===== src/cttok_pkg.sv =====
// Shared constants, result types and character classes of the config text tokenizer.
`default_nettype none

package cttok_pkg;

    localparam int LINE_BITS_DEF = 16;
    localparam int CHAR_W        = 8;
    localparam int KIND_W        = 3;
    localparam int LINE_NO_W     = 16;
    localparam int ERR_W         = 3;

    localparam logic [KIND_W-1:0] K_CHAR  = 3'd0;
    localparam logic [KIND_W-1:0] K_EOW   = 3'd1;
    localparam logic [KIND_W-1:0] K_OPEN  = 3'd2;
    localparam logic [KIND_W-1:0] K_CLOSE = 3'd3;
    localparam logic [KIND_W-1:0] K_SEMI  = 3'd4;
    localparam logic [KIND_W-1:0] K_ERR   = 3'd5;

    localparam logic [ERR_W-1:0] E_NONE      = 3'd0;
    localparam logic [ERR_W-1:0] E_ESC_END   = 3'd1;
    localparam logic [ERR_W-1:0] E_UNCLOSED  = 3'd2;
    localparam logic [ERR_W-1:0] E_AFTER_Q   = 3'd3;
    localparam logic [ERR_W-1:0] E_Q_IN_WORD = 3'd4;

    localparam logic [CHAR_W-1:0] C_TAB    = 8'h09;
    localparam logic [CHAR_W-1:0] C_LF     = 8'h0A;
    localparam logic [CHAR_W-1:0] C_CR     = 8'h0D;
    localparam logic [CHAR_W-1:0] C_SPACE  = 8'h20;
    localparam logic [CHAR_W-1:0] C_DQ     = 8'h22;
    localparam logic [CHAR_W-1:0] C_HASH   = 8'h23;
    localparam logic [CHAR_W-1:0] C_SQ     = 8'h27;
    localparam logic [CHAR_W-1:0] C_SEMI   = 8'h3B;
    localparam logic [CHAR_W-1:0] C_BSLASH = 8'h5C;
    localparam logic [CHAR_W-1:0] C_LOW_N  = 8'h6E;
    localparam logic [CHAR_W-1:0] C_LOW_R  = 8'h72;
    localparam logic [CHAR_W-1:0] C_LOW_T  = 8'h74;
    localparam logic [CHAR_W-1:0] C_LBRACE = 8'h7B;
    localparam logic [CHAR_W-1:0] C_RBRACE = 8'h7D;

    typedef struct packed {
        logic [KIND_W-1:0]    kind;
        logic [CHAR_W-1:0]    char_out;
        logic [LINE_NO_W-1:0] line_no;
        logic [ERR_W-1:0]     error_code;
        logic                 last;
    } t_result;

    typedef struct packed {
        logic [1:0] count;
        t_result    res0;
        t_result    res1;
    } t_step;

    function automatic logic is_space(input logic [CHAR_W-1:0] c);
        return (c == C_SPACE) || (c == C_TAB) || (c == C_CR) || (c == C_LF);
    endfunction

    function automatic logic is_quote(input logic [CHAR_W-1:0] c);
        return (c == C_DQ) || (c == C_SQ);
    endfunction

    function automatic logic is_directive(input logic [CHAR_W-1:0] c);
        return (c == C_LBRACE) || (c == C_RBRACE) || (c == C_SEMI);
    endfunction

    function automatic logic [KIND_W-1:0] dir_kind(input logic [CHAR_W-1:0] c);
        return (c == C_LBRACE) ? K_OPEN : ((c == C_RBRACE) ? K_CLOSE : K_SEMI);
    endfunction

endpackage

`default_nettype wire


===== src/cttok_in_if.sv =====
// Input channel of the tokenizer: one file byte or an end-of-file mark per beat.
`default_nettype none

interface cttok_in_if;
    logic       valid;
    logic       ready;
    logic       cmd;
    logic [7:0] char_in;

    modport source (output valid, output cmd, output char_in, input ready);
    modport sink   (input valid, input cmd, input char_in, output ready);
endinterface

`default_nettype wire


===== src/cttok_out_if.sv =====
// Output channel of the tokenizer: one token result per beat.
`default_nettype none

interface cttok_out_if;
    logic        valid;
    logic        ready;
    logic [2:0]  kind;
    logic [7:0]  char_out;
    logic [15:0] line_no;
    logic [2:0]  error_code;
    logic        last;

    modport source (output valid, output kind, output char_out, output line_no,
                    output error_code, output last, input ready);
    modport sink   (input valid, input kind, input char_out, input line_no,
                    input error_code, input last, output ready);
endinterface

`default_nettype wire


===== src/cttok_cfg_if.sv =====
// Configuration write channel of the tokenizer carrying the first line number.
`default_nettype none

interface cttok_cfg_if;
    logic        valid;
    logic        ready;
    logic [15:0] data;

    modport source (output valid, output data, input ready);
    modport sink   (input valid, input data, output ready);
endinterface

`default_nettype wire


===== src/cttok_lex.sv =====
// Lexer state and the per-byte step that yields up to two token results.
`default_nettype none

module cttok_lex
    import cttok_pkg::*;
#(
    parameter int LINE_BITS = LINE_BITS_DEF
) (
    input  wire logic                 i_clk,
    input  wire logic                 i_rst_n,
    input  wire logic                 i_fire,
    input  wire logic                 i_cmd,
    input  wire logic [CHAR_W-1:0]    i_char,
    input  wire logic [LINE_NO_W-1:0] i_first_line,
    output t_step                     o_step
);

    localparam logic [2:0] M_BETWEEN = 3'd0;
    localparam logic [2:0] M_COMMENT = 3'd1;
    localparam logic [2:0] M_WORD    = 3'd2;
    localparam logic [2:0] M_QUOTED  = 3'd3;
    localparam logic [2:0] M_ESCAPE  = 3'd4;
    localparam logic [2:0] M_AFTERQ  = 3'd5;
    localparam logic [2:0] M_ERROR   = 3'd6;

    localparam logic [32:0] LINE_MAX = (33'd1 << LINE_BITS) - 33'd1;

    logic [2:0]           r_mode;
    logic [2:0]           n_mode;
    logic                 r_dq;
    logic                 n_dq;
    logic [LINE_BITS-1:0] r_count;
    logic [LINE_BITS-1:0] n_count;

    logic                 w_bump;
    logic                 w_load;
    logic [LINE_BITS-1:0] w_count_inc;
    logic [LINE_BITS-1:0] w_load_val;
    logic [32:0]          w_first_ext;
    logic [LINE_NO_W-1:0] w_line_cur;
    logic [LINE_NO_W-1:0] w_line_lf;
    logic [CHAR_W-1:0]    w_qc;
    t_step                w_step;

    assign w_first_ext = 33'(i_first_line);
    assign w_load_val  = (w_first_ext > LINE_MAX) ? LINE_MAX[LINE_BITS-1:0]
                                                  : w_first_ext[LINE_BITS-1:0];
    assign w_count_inc = (r_count == LINE_MAX[LINE_BITS-1:0]) ? r_count
                                                              : r_count + LINE_BITS'(1);
    assign w_line_cur  = LINE_NO_W'(r_count);
    assign w_line_lf   = (i_char == C_LF) ? LINE_NO_W'(w_count_inc) : w_line_cur;
    assign w_qc        = r_dq ? C_DQ : C_SQ;

    always_comb begin
        w_step              = '0;
        w_step.res0.line_no = w_line_cur;
        w_step.res1.line_no = w_line_cur;
        n_mode              = r_mode;
        n_dq                = r_dq;
        w_bump              = 1'b0;
        w_load              = 1'b0;
        if (i_cmd) begin
            if (r_mode == M_WORD || r_mode == M_AFTERQ) begin
                w_step.res0.kind = K_EOW;
                w_step.count     = 2'd1;
            end else if (r_mode == M_QUOTED) begin
                w_step.res0.kind       = K_ERR;
                w_step.res0.error_code = E_UNCLOSED;
                w_step.count           = 2'd1;
            end else if (r_mode == M_ESCAPE) begin
                w_step.res0.kind       = K_ERR;
                w_step.res0.error_code = E_ESC_END;
                w_step.count           = 2'd1;
            end
            n_mode = M_BETWEEN;
            n_dq   = 1'b0;
            w_load = 1'b1;
        end else begin
            unique case (r_mode)
                M_BETWEEN: begin
                    if (is_space(i_char)) begin
                        w_bump = (i_char == C_LF);
                    end else if (i_char == C_HASH) begin
                        n_mode = M_COMMENT;
                    end else if (is_quote(i_char)) begin
                        n_mode = M_QUOTED;
                        n_dq   = (i_char == C_DQ);
                    end else if (is_directive(i_char)) begin
                        w_step.res0.kind     = dir_kind(i_char);
                        w_step.res0.char_out = i_char;
                        w_step.count         = 2'd1;
                    end else begin
                        n_mode               = M_WORD;
                        w_step.res0.kind     = K_CHAR;
                        w_step.res0.char_out = i_char;
                        w_step.count         = 2'd1;
                    end
                end
                M_COMMENT: begin
                    if (i_char == C_LF) begin
                        w_bump = 1'b1;
                        n_mode = M_BETWEEN;
                    end
                end
                M_WORD, M_AFTERQ: begin
                    if (is_space(i_char) || is_directive(i_char)) begin
                        n_mode           = M_BETWEEN;
                        w_bump           = (i_char == C_LF);
                        w_step.res0.kind = K_EOW;
                        w_step.count     = 2'd1;
                        if (is_directive(i_char)) begin
                            w_step.res1.kind     = dir_kind(i_char);
                            w_step.res1.char_out = i_char;
                            w_step.count         = 2'd2;
                        end
                    end else if (r_mode == M_AFTERQ) begin
                        n_mode                 = M_ERROR;
                        w_step.res0.kind       = K_ERR;
                        w_step.res0.char_out   = i_char;
                        w_step.res0.error_code = E_AFTER_Q;
                        w_step.count           = 2'd1;
                    end else if (is_quote(i_char)) begin
                        n_mode                 = M_ERROR;
                        w_step.res0.kind       = K_ERR;
                        w_step.res0.char_out   = i_char;
                        w_step.res0.error_code = E_Q_IN_WORD;
                        w_step.count           = 2'd1;
                    end else begin
                        w_step.res0.kind     = K_CHAR;
                        w_step.res0.char_out = i_char;
                        w_step.count         = 2'd1;
                    end
                end
                M_QUOTED: begin
                    if (r_dq && i_char == C_BSLASH) begin
                        n_mode = M_ESCAPE;
                    end else begin
                        w_bump = (i_char == C_LF);
                        if (i_char == w_qc) begin
                            n_mode = M_AFTERQ;
                        end else begin
                            w_step.res0.kind     = K_CHAR;
                            w_step.res0.char_out = i_char;
                            w_step.res0.line_no  = w_line_lf;
                            w_step.count         = 2'd1;
                        end
                    end
                end
                M_ESCAPE: begin
                    n_mode           = M_QUOTED;
                    w_step.res0.kind = K_CHAR;
                    w_step.count     = 2'd1;
                    priority if (i_char == C_DQ || i_char == C_BSLASH) begin
                        w_step.res0.char_out = i_char;
                    end else if (i_char == C_LOW_N) begin
                        w_step.res0.char_out = C_LF;
                    end else if (i_char == C_LOW_R) begin
                        w_step.res0.char_out = C_CR;
                    end else if (i_char == C_LOW_T) begin
                        w_step.res0.char_out = C_TAB;
                    end else begin
                        // Unknown escape: keep the backslash, then the byte as plain text.
                        w_step.res0.char_out = C_BSLASH;
                        w_bump               = (i_char == C_LF);
                        w_step.res1.kind     = K_CHAR;
                        w_step.res1.char_out = i_char;
                        w_step.res1.line_no  = w_line_lf;
                        w_step.count         = 2'd2;
                    end
                end
                default: begin
                    n_mode = M_ERROR;
                end
            endcase
        end
        w_step.res0.last = (w_step.count == 2'd1);
        w_step.res1.last = 1'b1;
    end

    always_comb begin
        if (w_load) begin
            n_count = w_load_val;
        end else if (w_bump) begin
            n_count = w_count_inc;
        end else begin
            n_count = r_count;
        end
    end

    always_ff @(posedge i_clk) begin
        if (!i_rst_n) begin
            r_mode  <= M_BETWEEN;
            r_dq    <= 1'b0;
            r_count <= LINE_BITS'(1);
        end else if (i_fire) begin
            r_mode  <= n_mode;
            r_dq    <= n_dq;
            r_count <= n_count;
        end
    end

    assign o_step = w_step;

endmodule

`default_nettype wire


===== src/config_text_tokenizer_core.sv =====
// Top level of the config text tokenizer: input register, lexer and result queue.
//
// Input beats on i_in carry one file byte (cmd 0) or an end-of-file mark (cmd 1).
// Every beat yields zero, one or two results on o_out; last marks the final one.
// Results are word characters, end of word, brace and semicolon tokens, or errors.
// An error makes the lexer drop all bytes until the next end-of-file beat.
// The first line number is written on i_cfg; it takes effect after each
// end-of-file beat. Write it only while the block is idle.
// A beat accepted on i_in is held in the input register; the lexer turns it
// into results that are registered in the result queue, which drives o_out.
// Throughput: one input beat per cycle while o_out does not stall and each beat
// gives at most one result; a beat with two results holds the output port until
// both have moved, since o_out moves one result per cycle.
// The result queue holds two entries, so i_in keeps taking beats while a
// result waits; when o_out stalls, the queue fills and i_in.ready drops.
// Reset empties the queue and input register and sets the line count to 1.
`default_nettype none

module config_text_tokenizer_core
    import cttok_pkg::*;
#(
    parameter int LINE_BITS = LINE_BITS_DEF
) (
    input  wire logic     i_clk,
    input  wire logic     i_rst_n,
    cttok_in_if.sink      i_in,
    cttok_cfg_if.sink     i_cfg,
    cttok_out_if.source   o_out
);

    logic                 r_in_vld;
    logic                 r_in_cmd;
    logic [CHAR_W-1:0]    r_in_char;
    logic [LINE_NO_W-1:0] r_first_line;
    logic [1:0]           r_cnt;
    logic [1:0]           n_cnt;
    t_result              r_slot0;
    t_result              n_slot0;
    t_result              r_slot1;
    t_result              n_slot1;

    t_step                w_step;
    logic                 w_pop;
    logic [1:0]           w_rem;
    logic [2:0]           w_need;
    logic                 w_fire;
    t_result              w_kept0;

    assign i_cfg.ready = 1'b1;

    always_ff @(posedge i_clk) begin
        if (!i_rst_n) begin
            r_first_line <= LINE_NO_W'(1);
        end else if (i_cfg.valid) begin
            r_first_line <= i_cfg.data;
        end
    end

    assign i_in.ready = !r_in_vld || w_fire;

    always_ff @(posedge i_clk) begin
        if (!i_rst_n) begin
            r_in_vld <= 1'b0;
        end else if (i_in.ready) begin
            r_in_vld <= i_in.valid;
        end
    end

    always_ff @(posedge i_clk) begin
        if (i_in.valid && i_in.ready) begin
            r_in_cmd  <= i_in.cmd;
            r_in_char <= i_in.char_in;
        end
    end

    cttok_lex #(
        .LINE_BITS (LINE_BITS)
    ) u_lex (
        .i_clk        (i_clk),
        .i_rst_n      (i_rst_n),
        .i_fire       (w_fire),
        .i_cmd        (r_in_cmd),
        .i_char       (r_in_char),
        .i_first_line (r_first_line),
        .o_step       (w_step)
    );

    assign w_pop   = (r_cnt != 2'd0) && o_out.ready;
    assign w_rem   = r_cnt - {1'b0, w_pop};
    assign w_need  = {1'b0, w_rem} + {1'b0, w_step.count};
    assign w_fire  = r_in_vld && (w_need <= 3'd2);
    assign w_kept0 = w_pop ? r_slot1 : r_slot0;

    always_comb begin
        n_slot0 = w_kept0;
        n_slot1 = r_slot1;
        n_cnt   = w_rem;
        if (w_fire) begin
            n_cnt = w_need[1:0];
            if (w_rem == 2'd0) begin
                n_slot0 = w_step.res0;
                n_slot1 = w_step.res1;
            end else if (w_rem == 2'd1) begin
                n_slot1 = w_step.res0;
            end
        end
    end

    always_ff @(posedge i_clk) begin
        if (!i_rst_n) begin
            r_cnt <= 2'd0;
        end else begin
            r_cnt <= n_cnt;
        end
    end

    always_ff @(posedge i_clk) begin
        r_slot0 <= n_slot0;
        r_slot1 <= n_slot1;
    end

    assign o_out.valid      = (r_cnt != 2'd0);
    assign o_out.kind       = r_slot0.kind;
    assign o_out.char_out   = r_slot0.char_out;
    assign o_out.line_no    = r_slot0.line_no;
    assign o_out.error_code = r_slot0.error_code;
    assign o_out.last       = r_slot0.last;

    a_cnt_range: assert property (@(posedge i_clk) disable iff (!i_rst_n)
        r_cnt != 2'd3)
        else $error("Result queue count out of range.");

    a_pair_queued: assert property (@(posedge i_clk) disable iff (!i_rst_n)
        (r_cnt != 2'd0 && !r_slot0.last) |-> (r_cnt == 2'd2))
        else $error("First result of a pair is shown without its partner queued.");

    a_err_code: assert property (@(posedge i_clk) disable iff (!i_rst_n)
        o_out.valid |-> ((o_out.kind == K_ERR) == (o_out.error_code != E_NONE)))
        else $error("Error code does not match result kind.");

    a_in_hold: assert property (@(posedge i_clk) disable iff (!i_rst_n)
        (r_in_vld && !w_fire) |=> r_in_vld)
        else $error("Input beat dropped without being processed.");

endmodule

`default_nettype wire

===== src/flat_wrapper.sv =====
// flat-port wrapper written by rule: the top's interface ports become plain ports
module config_text_tokenizer_core_flat import cttok_pkg::*;
#(
    parameter int LINE_BITS = LINE_BITS_DEF
)
  (i_clk, i_rst_n, i_in_valid, i_in_cmd, i_in_char_in, i_in_ready, i_cfg_valid, i_cfg_data, i_cfg_ready, o_out_valid, o_out_kind, o_out_char_out, o_out_line_no, o_out_error_code, o_out_last, o_out_ready);
  cttok_in_if i_in_i ();
  cttok_cfg_if i_cfg_i ();
  cttok_out_if o_out_i ();
  input  wire logic i_clk;
  input  wire logic i_rst_n;
  input wire logic [$bits(i_in_i.valid)-1:0] i_in_valid;
  input wire logic [$bits(i_in_i.cmd)-1:0] i_in_cmd;
  input wire logic [$bits(i_in_i.char_in)-1:0] i_in_char_in;
  output wire logic [$bits(i_in_i.ready)-1:0] i_in_ready;
  input wire logic [$bits(i_cfg_i.valid)-1:0] i_cfg_valid;
  input wire logic [$bits(i_cfg_i.data)-1:0] i_cfg_data;
  output wire logic [$bits(i_cfg_i.ready)-1:0] i_cfg_ready;
  output wire logic [$bits(o_out_i.valid)-1:0] o_out_valid;
  output wire logic [$bits(o_out_i.kind)-1:0] o_out_kind;
  output wire logic [$bits(o_out_i.char_out)-1:0] o_out_char_out;
  output wire logic [$bits(o_out_i.line_no)-1:0] o_out_line_no;
  output wire logic [$bits(o_out_i.error_code)-1:0] o_out_error_code;
  output wire logic [$bits(o_out_i.last)-1:0] o_out_last;
  input wire logic [$bits(o_out_i.ready)-1:0] o_out_ready;
  assign i_in_i.valid = i_in_valid;
  assign i_in_i.cmd = i_in_cmd;
  assign i_in_i.char_in = i_in_char_in;
  assign i_in_ready = i_in_i.ready;
  assign i_cfg_i.valid = i_cfg_valid;
  assign i_cfg_i.data = i_cfg_data;
  assign i_cfg_ready = i_cfg_i.ready;
  assign o_out_valid = o_out_i.valid;
  assign o_out_kind = o_out_i.kind;
  assign o_out_char_out = o_out_i.char_out;
  assign o_out_line_no = o_out_i.line_no;
  assign o_out_error_code = o_out_i.error_code;
  assign o_out_last = o_out_i.last;
  assign o_out_i.ready = o_out_ready;
  config_text_tokenizer_core #(.LINE_BITS(LINE_BITS)) u_core (.i_clk(i_clk), .i_rst_n(i_rst_n), .i_in(i_in_i), .i_cfg(i_cfg_i), .o_out(o_out_i));
endmodule

===== config.mk =====
export PLATFORM = sky130hd
export DESIGN_NAME = config_text_tokenizer_core_flat
export DESIGN_NICKNAME = d
export VERILOG_FILES = /design/src/cttok_pkg.sv /design/src/cttok_in_if.sv /design/src/cttok_out_if.sv /design/src/cttok_cfg_if.sv /design/src/cttok_lex.sv /design/src/config_text_tokenizer_core.sv /design/src/flat_wrapper.sv
export SDC_FILE = /design/constraint.sdc
export NUM_CORES = 1
export LEC_CHECK = 0
export ABC_AREA = 1
export BUFFER_PORTS_ARGS = -buffer_cell sky130_fd_sc_hd__buf_4
export CORE_UTILIZATION = 45
export CTS_BUF_LIST = sky130_fd_sc_hd__clkbuf_16
export CTS_CLUSTER_SIZE = 28
export DETAILED_ROUTE_END_ITERATION = 10
export HOLD_SLACK_MARGIN = 0.03
export SLEW_MARGIN = 20
export SYNTH_ARGS = -nofsm -noshare
export SYNTH_HDL_FRONTEND = slang
export SYNTH_SLANG_ARGS = --single-unit

===== constraint.sdc =====
create_clock -name i_clk -period 7.9 [get_ports i_clk]
set_input_delay 1.58 -clock i_clk [delete_from_list [all_inputs] [get_ports i_clk]]
set_output_delay 1.58 -clock i_clk [all_outputs]
set_load 0.01 [all_outputs]

### Word-level counts from Yosys, hierarchy flattened

Index checks and enable logic that the tools add are counted.

| storage, ports and cells | value |
|---|---|
| register bits | 110 |
| latch bits | 0 |
| RAM bits | 0 |
| memory bits (read-only) | 0 |
| input bits | 30 |
| word-level logic and storage cells | 165 |
| memories kept | 0 |

| cells by class | value |
|---|---|
| $add $sub $neg | 3 |
| multiply operators | 0 |
| div/mod/pow operators | 0 |
| $lt $le $gt $ge | 2 |
| equality and inequality tests | 30 |
| shift-type cells | 0 |
| muxes and demuxes | 85 |
| bitwise operators | 0 |
| reductions and logical operators | 27 |

Operators by type and width:

| operator | count |
|---|---|
| 2-to-1 mux 31 bit | 5 |
| 2-to-1 mux 24 bit | 5 |
| 2-to-1 mux 16 bit | 7 |
| 2-to-1 mux 3 bit | 19 |
| one-hot mux 13 bit (4 select lines) | 1 |
| == test 8 x 7 -> 1 bit, second input constant | 6 |
| 2-to-1 mux 11 bit | 4 |
| == test 8 x 6 -> 1 bit, second input constant | 5 |
| 2-to-1 mux 12 bit | 3 |
| 2-to-1 mux 8 bit | 4 |
| 2-to-1 mux 29 bit | 1 |
| 2-to-1 mux 28 bit | 1 |
| 2-to-1 mux 27 bit | 1 |
| == test 8 x 4 -> 1 bit, second input constant | 3 |
| one-hot mux 11 bit (2 select lines) | 1 |
| adder 16 x 1 -> 16 bit, second input constant | 1 |
| == test 16 bit, second input constant | 1 |
| > comparator 16 bit, second input constant | 1 |
| 2-to-1 mux 1 bit | 16 |
| 2-to-1 mux 2 bit | 8 |
| one-hot mux 3 bit (5 select lines) | 1 |
| 2-to-1 mux 13 bit | 1 |
| 2-to-1 mux 4 bit | 3 |
| logical OR 1 bit | 10 |
| other kinds (24) | 39 |

### Longest topological paths before layout

| logic depth | value |
|---|---|
| depth in word-level cells | 14 |
| gate-level depth with buffers | 26 |

### By module

From an unflattened synthesis, not the netlist that was laid out.

| unflattened totals | value |
|---|---|
| cells, all modules | 1035 |
| area, all modules | 6942.9 um^2 |

Modules (own cells, without submodules):

| module | instances | cells each | area each (um^2) | sequential area each (um^2) |
|---|---|---|---|---|
| config_text_tokenizer_core | 1 | 481 | 3862.5 | 2202.1 |
| cttok_lex | 1 | 554 | 3080.5 | 400.4 |

### Worst setup path after synthesis

Ideal clock, no wire load.

| timing | value |
|---|---|
| path kind | input to register |
| start | in o_out_ready |
| end | reg u_core.r_slot0 (netlist bit u_core.o_out.line_no[13]) |
| arrival | 5.714 ns |
| setup slack | 2.077 ns |
| stages | 19 |
| path buffers | 2 |
| cell sequence | nand2_1 -> inv_1 -> clkbuf_1 -> ha_1 -> xor2_1 -> inv_1 -> fa_1 -> inv_1 -> nand2_1 -> nand2_1 -> nor2_4 -> inv_1 -> nor2_1 -> nand2_1 -> inv_2 -> buf_2 -> nand3_1 -> nand2_1 -> inv_1 |

RTL lines:

| item | RTL line | source |
|---|---|---|
| from (decl) | flat_wrapper.sv:25 | `input wire logic [$bits(o_out_i.ready)-1:0] o_out_ready;` |
| to (signal assigned) | config_text_tokenizer_core.sv:118 | `r_slot0 <= n_slot0;` |
| to (decl) | config_text_tokenizer_core.sv:37 | `t_result r_slot0;` |

==> metrics.md <==
| Metric | Value |
|---|---|
| Cells after DPL | 1238 |
| Cells after synthesis | 1037 |
| Final period util | 0.820 |
| Drc violations | 6 |
| Root Driver | clkbuf_16 |
| Startpoint Class | input pin |
| Antenna cells | 0 |
| Hold Path Class | register to register |
| Commonest non-fill, non-tap cell in the layout | nand2_1 |
| CTS Hold Bufs | 0 |
| RR Endpoint | u_core.o_out.line_no[13]$_DFF_P_ |
| Total wire length | 18000 um |
| Failing checks | design-rule violations |
| Hold EP | u_core.r_first_line[11]$_SDFFE_PN0P_ |
| Max-slew violation count | 0 |
| Register Area | 0.00260 sq mm |
| Core ar. | about 0.015 sq mm |
| Initial antenna violation count | 0 |
| Setup TNS | 0 ns |
| DRT antenna net count | 0 |
| IO Port Bufs | 62 |
| Commonest non-fill, non-tap cells in the layout | nand2_1 (392), nand3_1 (115), nor2_1 (87) |
| TritonCTS buffer count | 9 |
| Share of cells above drive strength 1 | 0.122 |
| Post-CTS Setup Bufs | 0 |
| Synth cell types | between 40 and 50 |
| Critical Path AT | 6.73 ns |
| Average size of a mapped cell | 6.60 sq um |
| Total Nets Final | 1099 |
| Xor and xnor fraction of the mapped netlist area | 0.00512 |
| Io pins | 64 |
| Die Ht | 125 um |
| Largest area contributor in the netlist | nand2_1 |
| Dpl cell area | 0.00730 sq mm |
| Post-synthesis adder-cell area fraction | 0.00841 |
| YS warnings | 0 |
| Pwr dens | roughly 360 mW/mm^2 |
| Sequential share of the synthesized area | 0.380 |
| Die ar. | 0.0157 sq mm |
| Simple-gate share of the synthesized area | 0.424 |
| Fillcell total | 1520 |
| TritonCTS Sinks | 110 |
| Final Non-Filler Cells | 1254 |
| Crit path time final | 6.47 ns |
| Ys async rst share | 0 |
| Final Cell Area | ~0.0076 sq mm |
| Critical Setup Path Class | input pin to register |
| First-pass GRT wire length | 30100 um |
| Post-synthesis register bit count | 110 |
| Fmax | 154 MHz |
| Post-synthesis mux area share | 0.00146 |
| Total grt overflow | 0 |
| Relative slew slack | 0.316 |
| Depth of the CTS H-tree | 3 |
| Max Clock Skew | 0.00968 ns |
| Via count | between 6000 and 7000 |
| Vias in the first global route | 5826 |
| Cell Area, Synth | about 0.007 sq mm |
| CTS tree | built |
| Final setup vio count | 0 |
| Clk pin slew, worst setup/hold paths | ~0.080 ns |
| Rows | 44 |
| Largest net degree at the start of global routing | 52 |
| Max-Cap Viols | 0 |
| Required time of the critical path | 8.16 ns |
| EDFF count, synth | 40 |
| Routed WL per cell | 14.3 um |
| Detailed Place HPWL | approximately 13000 um |
| Compound-Gate Fraction of Synth Area | 0.0879 |
| Crit path max fanout | 32 |
| Syn-to-layout area delta | 10.9% |
| Via density | 5.29 |
| PostCTS Resize Cnt | 0 |
| Worst slew pin tran | about 1 ns |
| Clock Path Buffers | 2 |
| Status | finished with violations |
| Worst skew pair latency | between 0.3 and 0.4 ns |
| Pre-Repair DR Iteration Count | 11 |
| Top cell type's share of synthesized area | 0.215 |
| Maximum vdd drop | between 0.0001 and 0.00015 V |
| Largest cells by area after synthesis | nand2_1 (21%), dfxtp_1 (20%), edfxtp_1 (18%) |
| Main flop type after synthesis | dfxtp_1 |
| Area of the multi-input gates | 0.00362 sq mm |
| DR iter-0 viols | 761 |
| Largest family of logic cells by synthesized area | simple AND/OR/NAND/NOR gates |
| Reg-to-reg startpoint | u_core.r_cnt[1]$_SDFF_PN0_ |
| Hold Crit Start | u_core.r_first_line[11]$_SDFFE_PN0P_ |
| Critical Path End Type | register |
| All-Layer GR Usage | 0.237 |
| Final Wtd Congestion | 0.932 |
| R2r worst-path depth | 20 |
| Initial core utilization | 0.466 |
| WHS Path Cells | 2 |
| Post-synth net total | 1071 |
| Leakage | 3.69 nW |
| R2R Setup Slk | 2.11 ns |
| Die width | 125 um |
| RSZ-0062 raised after global routing | no |
| Final Hold Vio Count | 0 |
-- worst max-delay path, stage by stage --
cell     delay, ns
buf_4         0.11
nand2_1       0.05
buf_4         0.32
inv_1         0.50
ha_1          0.40
xor2_1        0.29
inv_1         0.13
fa_1          0.55
inv_1         0.05
nand2_1       0.05
nand2_1       0.09
nor2_4        0.22
inv_1         0.14
nor2_2        0.09
buf_4         0.38
nand2_1       0.72
inv_2         0.76
nand3_1       0.17
nand2_1       0.09
inv_1         0.04
-- synthesized netlist by cell type, drive strengths merged (2+ instances only) --
cell type	number
dfxtp	70
o21bai	2
clkinv	2
nand4	27
buf	25
a21oi	40
nor3	9
nand3	125
edfxtp	40
xor2	3
nor2	98
nand3b	6
inv	90
clkbuf	25
ha	3
o21ai	63
nand2	397
-- report_power, final --
part | internal [W] | total, W | switching [W]
Clock | 0.000243 | 0.000453 | 0.000210
Combinational | 0.000460 | 0.00134 | 0.000875
Sequential | 0.000819 | 0.000947 | 0.000128
Total | 0.00152 | 0.00273 | 0.00121
-- final cells by class --
class | instances | area share
sequential | 110 | 0.343
timing repair buffer | 67 | 0.0663
clock inverter | 7 | 0.00792
tap | 184 | 0.0303
multi-input combinational | 785 | 0.477
inverter | 92 | 0.0458
clock buffer | 9 | 0.0297
-- stage by stage --
stage | hold WS (ns) | utilization | total power [W] | setup slack [ns]
floorplan | 0.429 | - | 0.00190 | 2.08
CTS | 0.456 | 0.516 | 0.00274 | 1.37
global placement | 0.440 | 0.497 | 0.00227 | 1.12
global route | 0.472 | 0.516 | 0.00297 | 0.855
detailed placement | 0.446 | 0.497 | 0.00228 | 0.999
finish | 0.451 | 0.516 | 0.00273 | 1.43
-- sequential cells by signal, summed over array words and instances, names as in the netlist --
| name | cells |
|---|---|
| u_core.o_out.last | 1 |
| u_core.r_cnt | 2 |
| u_core.o_out.error_code | 3 |
| u_core.o_out.kind | 3 |
| u_core.r_in_cmd | 1 |
| u_core.r_in_vld | 1 |
| u_core.o_out.line_no | 16 |
| u_core.r_first_line | 16 |
| u_core.u_lex.r_count | 16 |
| u_core.u_lex.r_mode | 3 |
| u_core.o_out.char_out | 8 |
| u_core.r_slot1 | 31 |
| u_core.u_lex.r_dq | 1 |
| u_core.r_in_char | 8 |
-- routing by layer --
metal  share of wire  track usage  vias up  routed length (um)
li1                -            -     3414                   -
met1            0.53        0.381     2948                9610
met2            0.39        0.328      253                6970
met3           0.065       0.0261       15                1160
met4           0.012       0.0674        0                 223
met5               0            0        -                   0
-- kinds of logic after synthesis --
family / Yosys count
DFF: 110
buffers and inverters: 142
adders and majority gates: 4
AOI/OAI and AO/OA: 111
muxes: 1
other: 1
xor gates and xnor gates: 4
and+or+nand+nor: 664
-- how the worst max path moves through the flow --
| stage | from | to |
|---|---|---|
| 5_1_grt | o_out_ready | u_core.o_out.line_no[13]$_DFF_P_ |
| 4_1_cts | o_out_ready | u_core.o_out.line_no[15]$_DFF_P_ |
| 3_5_place_dp | o_out_ready | u_core.o_out.line_no[12]$_DFF_P_ |
| 3_3_place_gp | o_out_ready | u_core.o_out.line_no[13]$_DFF_P_ |
| 6_report | o_out_ready | u_core.o_out.line_no[13]$_DFF_P_ |
| 2_1_floorplan | o_out_ready | u_core.o_out.line_no[13]$_DFF_P_ |
Power figures use the tool's default switching activity.
